## src/design/vsbd_pkg.sv

```systemverilog
// Package for the stop-bit varint decoder.
// Holds the status codes, limits, result record and byte shift table.
// No dependencies.
package vsbd_pkg;

	localparam logic [6:0] PAYLOAD_MASK = 7'h7f;
	localparam int unsigned STOP_BIT = 7;
	localparam logic [3:0] NARROW_LIMIT = 4'd5;
	localparam logic [3:0] WIDE_LIMIT = 4'd10;

	typedef enum logic [1:0] {
		ST_OK       = 2'd0,
		ST_OVERLONG = 2'd1,
		ST_TRUNC    = 2'd2
	} status_t;

	typedef struct packed {
		logic [63:0] value;
		logic [3:0]  byte_count;
		status_t     status;
	} res_t;

	// Bit position of byte n within a value: 7 * n, n from 0 to 9.
	function automatic logic [5:0] byte_shift(input logic [3:0] n);
		logic [5:0] s;
		case (n)
			4'd0: s = 6'd0;
			4'd1: s = 6'd7;
			4'd2: s = 6'd14;
			4'd3: s = 6'd21;
			4'd4: s = 6'd28;
			4'd5: s = 6'd35;
			4'd6: s = 6'd42;
			4'd7: s = 6'd49;
			4'd8: s = 6'd56;
			4'd9: s = 6'd63;
			default: s = 6'd0;
		endcase
		return s;
	endfunction

endpackage

```

## src/design/vsbd_accum.sv

```systemverilog
// Accumulator and byte counter of the varint decoder.
// Folds one registered byte per cycle into the value while take is high; uses vsbd_pkg.
module vsbd_accum import vsbd_pkg::*; (
	input  logic       clk,
	input  logic       arst_n,
	input  logic       wide_mode,
	input  logic       take,
	input  logic [7:0] data_byte,
	input  logic       stream_end,
	output logic       res_hit,
	output res_t       res
);

	logic [63:0] acc_q;
	logic [3:0]  seen_q;

	logic [63:0] shifted;
	logic [63:0] acc_next;
	logic [3:0]  count;
	logic [3:0]  limit;
	logic        stop;
	logic        over;

	always_comb begin
		shifted  = {57'd0, data_byte[6:0] & PAYLOAD_MASK} << byte_shift(seen_q);
		acc_next = acc_q | shifted;
		if (!wide_mode) begin
			acc_next = {32'd0, acc_next[31:0]};
		end
		count = seen_q + 4'd1;
		limit = wide_mode ? WIDE_LIMIT : NARROW_LIMIT;
		stop  = data_byte[STOP_BIT];
		over  = (count >= limit);

		res_hit        = stream_end || stop || over;
		res.value      = 64'd0;
		res.byte_count = count;
		res.status     = ST_OK;
		if (stream_end) begin
			res.byte_count = seen_q;
			res.status     = ST_TRUNC;
		end else if (stop) begin
			res.value = acc_next;
		end else begin
			res.status = ST_OVERLONG;
		end
	end

	always_ff @(posedge clk or negedge arst_n) begin
		if (!arst_n) begin
			acc_q  <= 64'd0;
			seen_q <= 4'd0;
		end else if (take) begin
			if (res_hit) begin
				acc_q  <= 64'd0;
				seen_q <= 4'd0;
			end else begin
				acc_q  <= acc_next;
				seen_q <= count;
			end
		end
	end

endmodule

```

## src/design/vsbd_out.sv

```systemverilog
// Result register of the varint decoder, driving the master stream.
// Uses the result record from vsbd_pkg.
module vsbd_out import vsbd_pkg::*; (
	input  logic        clk,
	input  logic        arst_n,
	input  logic        load,
	input  res_t        res,
	output logic        can_load,
	output logic        m_axis_tvalid,
	input  logic        m_axis_tready,
	output logic [71:0] m_axis_tdata,
	output logic [1:0]  m_axis_tuser
);

	logic valid_q;
	res_t res_q;

	assign can_load = !valid_q || m_axis_tready;

	always_ff @(posedge clk or negedge arst_n) begin
		if (!arst_n) begin
			valid_q <= 1'b0;
		end else if (can_load) begin
			valid_q <= load;
		end
	end

	// Payload holds while the beat waits.
	always_ff @(posedge clk) begin
		if (can_load && load) begin
			res_q <= res;
		end
	end

	assign m_axis_tvalid = valid_q;
	assign m_axis_tdata  = {4'd0, res_q.byte_count, res_q.value};
	assign m_axis_tuser  = res_q.status;

endmodule

```

## src/design/varint_stop_bit_decoder.sv

```systemverilog
// Stop-bit varint decoder: input register, accumulate stage and result register.
// Instantiates vsbd_accum and vsbd_out; uses vsbd_pkg.
//
// Usage:
//   Slave stream carries one encoded byte per beat: s_axis_tdata[7:0] is the
//   byte (bit 7 set marks the last byte of a value); s_axis_tuser high means
//   the source ran dry, and the byte is ignored.
//   Master stream carries one result beat per finished value or error:
//   m_axis_tdata[63:0] value, [67:64] byte count, upper bits zero;
//   m_axis_tuser is the status (ok, overlong, truncated).
//   cfg_we/cfg_wdata write wide_mode (1 = 64-bit up to 10 bytes,
//   0 = 32-bit up to 5 bytes); write only while the decoder is idle.
// Timing:
//   A result passes the input and result registers. One byte is taken every
//   cycle unless a result waits on the result register; the path from the
//   byte register through the accumulator update is one shift-or and count.
// Reset clears the accumulator, byte count and both stage valids and sets
// wide_mode. When the receiver stalls, the result register holds its beat;
// bytes that give no result keep flowing, and a byte that would give one
// waits in the input register until the result register frees up.
module varint_stop_bit_decoder import vsbd_pkg::*; (
	input  logic        clk,
	input  logic        arst_n,
	input  logic        cfg_we,
	input  logic        cfg_wdata,
	input  logic        s_axis_tvalid,
	output logic        s_axis_tready,
	input  logic [7:0]  s_axis_tdata,   // [7:0] data_byte
	input  logic        s_axis_tuser,   // [0] stream_end
	output logic        m_axis_tvalid,
	input  logic        m_axis_tready,
	output logic [71:0] m_axis_tdata,   // [63:0] value, [67:64] byte_count, [71:68] zero
	output logic [1:0]  m_axis_tuser    // [1:0] status
);

	logic       wide_mode_q;
	logic       valid_s1;
	logic [7:0] byte_s1;
	logic       end_s1;
	logic       res_hit;
	logic       can_load;
	logic       advance;
	res_t       res;

	always_ff @(posedge clk or negedge arst_n) begin
		if (!arst_n) begin
			wide_mode_q <= 1'b1;
		end else if (cfg_we) begin
			wide_mode_q <= cfg_wdata;
		end
	end

	// Advance unless a result must wait for the output register.
	assign advance       = valid_s1 && (!res_hit || can_load);
	assign s_axis_tready = !valid_s1 || advance;

	always_ff @(posedge clk or negedge arst_n) begin
		if (!arst_n) begin
			valid_s1 <= 1'b0;
		end else if (s_axis_tready) begin
			valid_s1 <= s_axis_tvalid;
		end
	end

	always_ff @(posedge clk) begin
		if (s_axis_tready && s_axis_tvalid) begin
			byte_s1 <= s_axis_tdata;
			end_s1  <= s_axis_tuser;
		end
	end

	vsbd_accum u_accum (
		.clk        (clk),
		.arst_n     (arst_n),
		.wide_mode  (wide_mode_q),
		.take       (advance),
		.data_byte  (byte_s1),
		.stream_end (end_s1),
		.res_hit    (res_hit),
		.res        (res)
	);

	vsbd_out u_out (
		.clk           (clk),
		.arst_n        (arst_n),
		.load          (advance && res_hit),
		.res           (res),
		.can_load      (can_load),
		.m_axis_tvalid (m_axis_tvalid),
		.m_axis_tready (m_axis_tready),
		.m_axis_tdata  (m_axis_tdata),
		.m_axis_tuser  (m_axis_tuser)
	);

endmodule

```

## config.mk

```make
export PLATFORM = sky130hd
export DESIGN_NAME = varint_stop_bit_decoder
export DESIGN_NICKNAME = d
export VERILOG_FILES = /design/src/design/vsbd_pkg.sv /design/src/design/vsbd_accum.sv /design/src/design/vsbd_out.sv /design/src/design/varint_stop_bit_decoder.sv
export SDC_FILE = /design/constraint.sdc
export NUM_CORES = 1
export LEC_CHECK = 0
export ABC_CLOCK_PERIOD_IN_PS = 5300
export BUFFER_PORTS_ARGS = -buffer_cell sky130_fd_sc_hd__buf_2
export CAP_MARGIN = 20
export CORE_MARGIN = 2
export CORE_UTILIZATION = 45
export DETAILED_ROUTE_END_ITERATION = 8
export PLACE_DENSITY_LB_ADDON = 0.3
export SLEW_MARGIN = 20
export SYNTH_ARGS = -nofsm -noshare
export SYNTH_HDL_FRONTEND = slang
export SYNTH_SLANG_ARGS = --single-unit
```

## constraint.sdc

```tcl
create_clock -name clk -period 5.3 [get_ports clk]
set_input_delay 0.265 -clock clk [delete_from_list [all_inputs] [get_ports clk]]
set_output_delay 0.265 -clock clk [all_outputs]
set_load 0.05 [all_outputs]
```

==> flow_summary.ini, run 1 <==
[synthesis]
ys.flop_type = edfxtp_1
yosys.area.top_type = edfxtp_1
yosysSeqAreaShare_pct = 59.8
synth_edf_count = 79
syn_area_per_cell_um2 = 11.7
synthCells = 596
synth_cell_type_count = 69
ys_warn_count = 0
yosys-top-cells-area = edfxtp_1, dfrtp_1, a22o_1, nor2_1, a21oi_1
synth-seq-cells = 150
netlist_top_cells_count = edfxtp_1, nor2_1, dfrtp_1
synth.top_cell.area_share_pct = 34.2
synthMostInstantiatedCell = edfxtp_1
syn-cell-area_mm2 = 0.00695
synth_async_sr_flop_share_pct = 47.3

[placed_design]
gp_congestion = 0.896
pre_cts_ws_ps = 929
place_inst = 849
dp_hpwl_um = 11800
io_buffers = 86

[clock_network]
clk_pin_slew_ps = 60
cts_hold_buf = 1
cts_tree = built
cts_resized = 0
clock_path_buffers = 2
cts.sinks = 150
post_cts_buffers = 0
cts_buffers = 17
clock-root-buffer = clkbuf_16
htree_levels = 4
clk_latency_ps = 430

[floorplan]
start_util_pct = 45.9
row_count = 45
die-area_mm2 = 0.0164
boundaryPins = 91
die_w_um = 128
die_h_um = 128
core-area_mm2 = 0.0151

[worst_setup_path]
crit_arrival_ps = 4420
r2r_slack_ps = 1230
worst-r2r-cell-count = 10
crit_type = reg -> reg
worst_setup_path_start_kind = flip-flop
worst_r2r_endpoint = u_accum.acc_q[55]
path_max_fanout = 30
cp-end-kind = flip-flop
required_ps = 5650
r2r_start = u_accum.seen_q[0]

[layout]
instances_no_fill = 882
finalNetCount = 705
syn2layout_area_growth_pct = 16.5
drive_gt1_share_pct = 21.2
num_antenna_cells = 0

[power]
power_density_mw_per_mm2 = 437
p_leak_nw = 3.36
ir_drop_v = 0.000252
power_w = 0.00353

[sta]
final.setup.tns_ps = 0
rsz0062_at_grt = false
relSlewSlack_pct = 32.9
fmax_mhz = 246
min_period_over_period_pct = 76.7
fin_ws_ps = 1230
hold_violations = 0
drv_slew = 0
finalSetupViolations = 0
period_needed_ps = 4070
tightest_slew_ps = 1010
finClkSkew_ps = 12.1

[grt]
grt_max_degree = 72
grt-ovfl-total = 0
grt_antenna_before_repair = 0
grt_pass1_wl_um = 27500
grt_pass1_vias = 5080
track_usage_pct = 22.0

[route]
routed-via-count = 5238
first_pass_iters = 6
viasPerCell = 5.94
wl_um = 17400
drtIter0Drc = 568
wl_per_cell_um = 19.7
drc = 0
ant_nets = 0

[min_path]
hold_path.class = in -> reg
whs_endpoint = byte_s1[2]
hold_start = s_axis_tdata[2]
hold_path_depth = 1

[run_status]
status = finished clean

[job]
cap_violations = 0
==> stage by stage <==
| stage | cell area (µm²) | hold WS [ps] | utilization, % |
|---|---|---|---|
| 2_1_floorplan | 6960 | -30.6 | - |
| 3_3_place_gp | 7510 | 432 | 49.6 |
| 3_5_place_dp | 7510 | 442 | 49.6 |
| 4_1_cts | 8090 | 4.08 | 53.4 |
| 5_1_grt | 8090 | 0.433 | 53.4 |
| 6_report | 8090 | 12.9 | 53.4 |
==> routing by layer <==
layer / GRT usage [%] / vias to the layer above / routed length (µm)
met1: 30.1 / 2578 / 7590
met5: 0 / - / 0
met4: 7.95 / 0 / 384
li1: - / 2386 / -
met2: 33.4 / 241 / 8100
met3: 6.43 / 33 / 1340
==> flip-flops by register name, summed over array words and instances, names as in the netlist <==
register             flops
end_s1                   1
valid_s1                 1
u_accum.seen_q           4
wide_mode_q              1
byte_s1                  8
u_out.m_axis_tvalid      1
u_accum.acc_q           64
u_out.m_axis_tuser       2
u_out.m_axis_tdata      68
==> final cells by class <==
| cell class | instances | area, µm² |
|---|---|---|
| clock buffer | 20 | 437 |
| fill | 1320 | 7060 |
| timing repair buffer | 95 | 500 |
| multi-input combinational | 405 | 2590 |
| sequential | 150 | 4150 |
| clock inverter | 12 | 131 |
| tap | 188 | 235 |
| inverter | 12 | 45.0 |
==> how the worst max path moves through the flow <==
stage | start | end | slack, ps | cells past startpoint
5_1_grt | u_accum.seen_q[0] | u_accum.acc_q[40] | 940 | 10
2_1_floorplan | u_accum.seen_q[2] | u_out.m_axis_tdata[0] | 1390 | 10
6_report | u_accum.seen_q[0] | u_accum.acc_q[55] | 1230 | 10
4_1_cts | u_accum.seen_q[0] | u_out.m_axis_tdata[49] | 840 | 9
3_3_place_gp | u_accum.seen_q[0] | u_out.m_axis_tdata[52] | 1190 | 9
3_5_place_dp | u_accum.seen_q[0] | u_out.m_axis_tdata[49] | 930 | 9
==> cell usage in the layout (no fill, tap or decap), types with 3 or more instances in the layout <==
cell type   netlist  routed
o21ai_0          22      22
clkbuf_1         10       3
ha_1              9       9
a31oi_1           8       8
clkinv_2          0       3
clkbuf_16         0      17
buf_4             6       8
inv_1            12      11
nand2b_1         13      13
nand3b_1          4       4
nand3_1           5       5
edfxtp_1         79      79
a22o_1           61      61
o21a_1            4       4
clkinvlp_4        0       4
and2_1           10      10
nor2_1           73      73
nor2b_1           7       7
o22ai_1           7       7
a21oi_1          43      43
and3_1            4       4
nor3_1            5       5
mux2i_1          10      10
nand2_1          45      45
buf_2            13      86
nand4_1           3       3
conb_1            1       4
o21ai_1           7       7
dfrtp_1          70      70
a32o_1            4       4
o32ai_1           4       4
xnor2_1           3       3
a21o_1            4       4
==> power breakdown <==
part	switching (W)	leakage (nW)	internal, W
registers	0.0000531	1.76	0.00135
clock network	0.000470	0.266	0.000692
logic	0.000726	1.33	0.000240
total	0.00125	3.36	0.00228
==> cell families (layout without fill, tap and decap cells) <==
kind of cell,Yosys count,count (layout),synth area share [%]
xor+xnor,5,5,0.631
buf+inv,44,139,3.15
compound gates,194,194,20.6
other cells,1,4,0.0540
simple gates,180,180,12.3
flops,150,150,59.8
mux,13,13,1.96
fa+ha+maj,9,9,1.62
==> worst max-delay path, stage by stage (launching register included) <==
cell	delay [ps]
dfrtp_1	760
inv_1	260
ha_1	610
ha_1	310
a211oi_1	440
o21bai_2	360
nand3_1	180
buf_4	320
a21boi_2	210
buf_4	300
a22o_1	210
Power figures use the tool's default switching activity.
==> run 2: changes to the inputs <==
ABC_CLOCK_PERIOD_IN_PS = 3700   (was 5300)
clock period = 3.7 ns   (was 5.3 ns; I/O delays follow)
==> run 2 against run 1 <==
Combinational power rose by 49%. Final cell count rose by 2.7%. Clock power is 43% higher. Flip-flop and latch count did not move. Global-route usage increased by 1.5 points. Sequential power rose by 43%. Critical path type unchanged. Critical endpoint is now u_out.m_axis_tdata[23]. Largest cell class unchanged. Highest routed layer unchanged.
==> flow_summary.ini, run 2 (same netlist as run 1, synthesis figures left out) <==
[floorplan]
die_w_um = 128
boundaryPins = 91
die-area_mm2 = 0.0164
start_util_pct = 45.9
core-area_mm2 = 0.0151
row_count = 45
die_h_um = 128

[layout]
final_common_cell = buf_2
fin_area_mm2 = 0.00829
num_antenna_cells = 0
largest_register_ffs = 68
finalNetCount = 729
drive_gt1_share_pct = 22.1
layout_common_cells = buf_2, edfxtp_1, nor2_1, dfrtp_1, a22o_1
syn2layout_area_growth_pct = 19.4

[sta]
fmax_mhz = 295
final.setup.tns_ps = 0
tightest_slew_ps = 847
period_needed_ps = 3390
relSlewSlack_pct = 41.9
finalSetupViolations = 0
drv_slew = 0
hold_violations = 0
min_period_over_period_pct = 91.7
finClkSkew_ps = 8.18
rsz0062_at_grt = false

[worst_setup_path]
cp-end-kind = flip-flop
worst_setup_path_start_kind = flip-flop
crit_type = reg -> reg
crit_arrival_ps = 3570
path_max_fanout = 11
required_ps = 3880

[clock_network]
clock-root-buffer = clkbuf_16
htree_levels = 4
cts_hold_buf = 13
cts.sinks = 150
clk_pin_slew_ps = 60
cts_buffers = 17
cts_resized = 0
clk_latency_ps = 420
clock_path_buffers = 2
post_cts_buffers = 0
cts_tree = built

[run_status]
status = finished clean

[grt]
grt_pass1_vias = 5190
grt_max_degree = 48
grt_pass1_wl_um = 29200
track_usage_pct = 23.5
grt_antenna_before_repair = 0
grt-ovfl-total = 0

[min_path]
hold_path.class = in -> reg

[power]
p_leak_nw = 3.47
ir_drop_v = 0.000309
power_density_mw_per_mm2 = 615

[route]
viasPerCell = 5.90
ant_nets = 0
drc = 0
first_pass_iters = 5
wl_um = 18600
drtIter0Drc = 520
routed-via-count = 5341
wl_per_cell_um = 20.5

[placed_design]
io_buffers = 86
dp_hpwl_um = 12800
place_area_mm2 = 0.00760
gp_congestion = 0.936

[job]
cap_violations = 0
[run 2: cell count changes in the layout (fill, tap and decap cells not counted), moves of 2 or more]
cell,before,now
buf_4,8,20
clkbuf_1,3,1
inv_6,1,3
dlygate4sd3_1,1,13
[run 2: worst max-delay path: stages, from the launching register on]
cell      delay (ps)
dfrtp_1          490
inv_1            200
ha_1             350
buf_4            180
nand2b_1         290
o21ai_2          160
a221oi_2         540
mux2i_1          420
and2_1           310
a22o_1           200
[run 2: final timing paths]
| path | from | to | slack (ps) | cells after the start |
|---|---|---|---|---|
| worst max-delay path | u_accum.seen_q[0] | u_out.m_axis_tdata[23] | 310 | 9 |
| worst min-delay path | m_axis_tready | valid_s1 | 80 | 3 |
| worst max register to register | u_accum.seen_q[0] | u_out.m_axis_tdata[23] | 310 | 9 |
| worst min register to register | u_accum.acc_q[22] | u_accum.acc_q[22] | 490 | 2 |
| max in group asynchronous | arst_n | u_accum.acc_q[29] | 2320 | 3 |
| min in group asynchronous | arst_n | u_accum.seen_q[0] | 380 | 2 |
[run 2: report_power, final]
group,switching (W),total [W],internal [W]
Clock,0.000706,0.00166,0.000949
Sequential,0.0000706,0.00201,0.00194
Combinational,0.00106,0.00144,0.000375
[run 2: per-layer routing]
layer	part of all wire, %	vias up	GRT usage (%)	wire length [µm]
met3	6.3	21	5.76	1170
met4	1.1	0	7.30	202
met5	0	-	0	0
met2	47	214	36.0	8810
li1	-	2434	-	-
met1	45	2672	33.2	8400
[run 2: stage by stage]
stage	setup slack [ps]	instances	utilization [%]	hold WS (ps)	total power (W)
after floorplan	126	599	-	-111	0.00307
after global routing	76.7	906	54.8	106	0.00532
final	308	906	54.8	84.7	0.00510
after global placement	447	861	50.2	282	0.00343
after CTS	310	906	54.8	73.1	0.00512
after detailed placement	308	861	50.2	294	0.00345
[run 2: layout make-up]
class,instances,area [µm²]
well taps,188,235
clock buffers,19,443
multi-input cells,405,2590
repair buffers,119,711
fillers,1314,6850
clock inverters,13,119
flip-flops and latches,150,4150
inverters,12,48.8
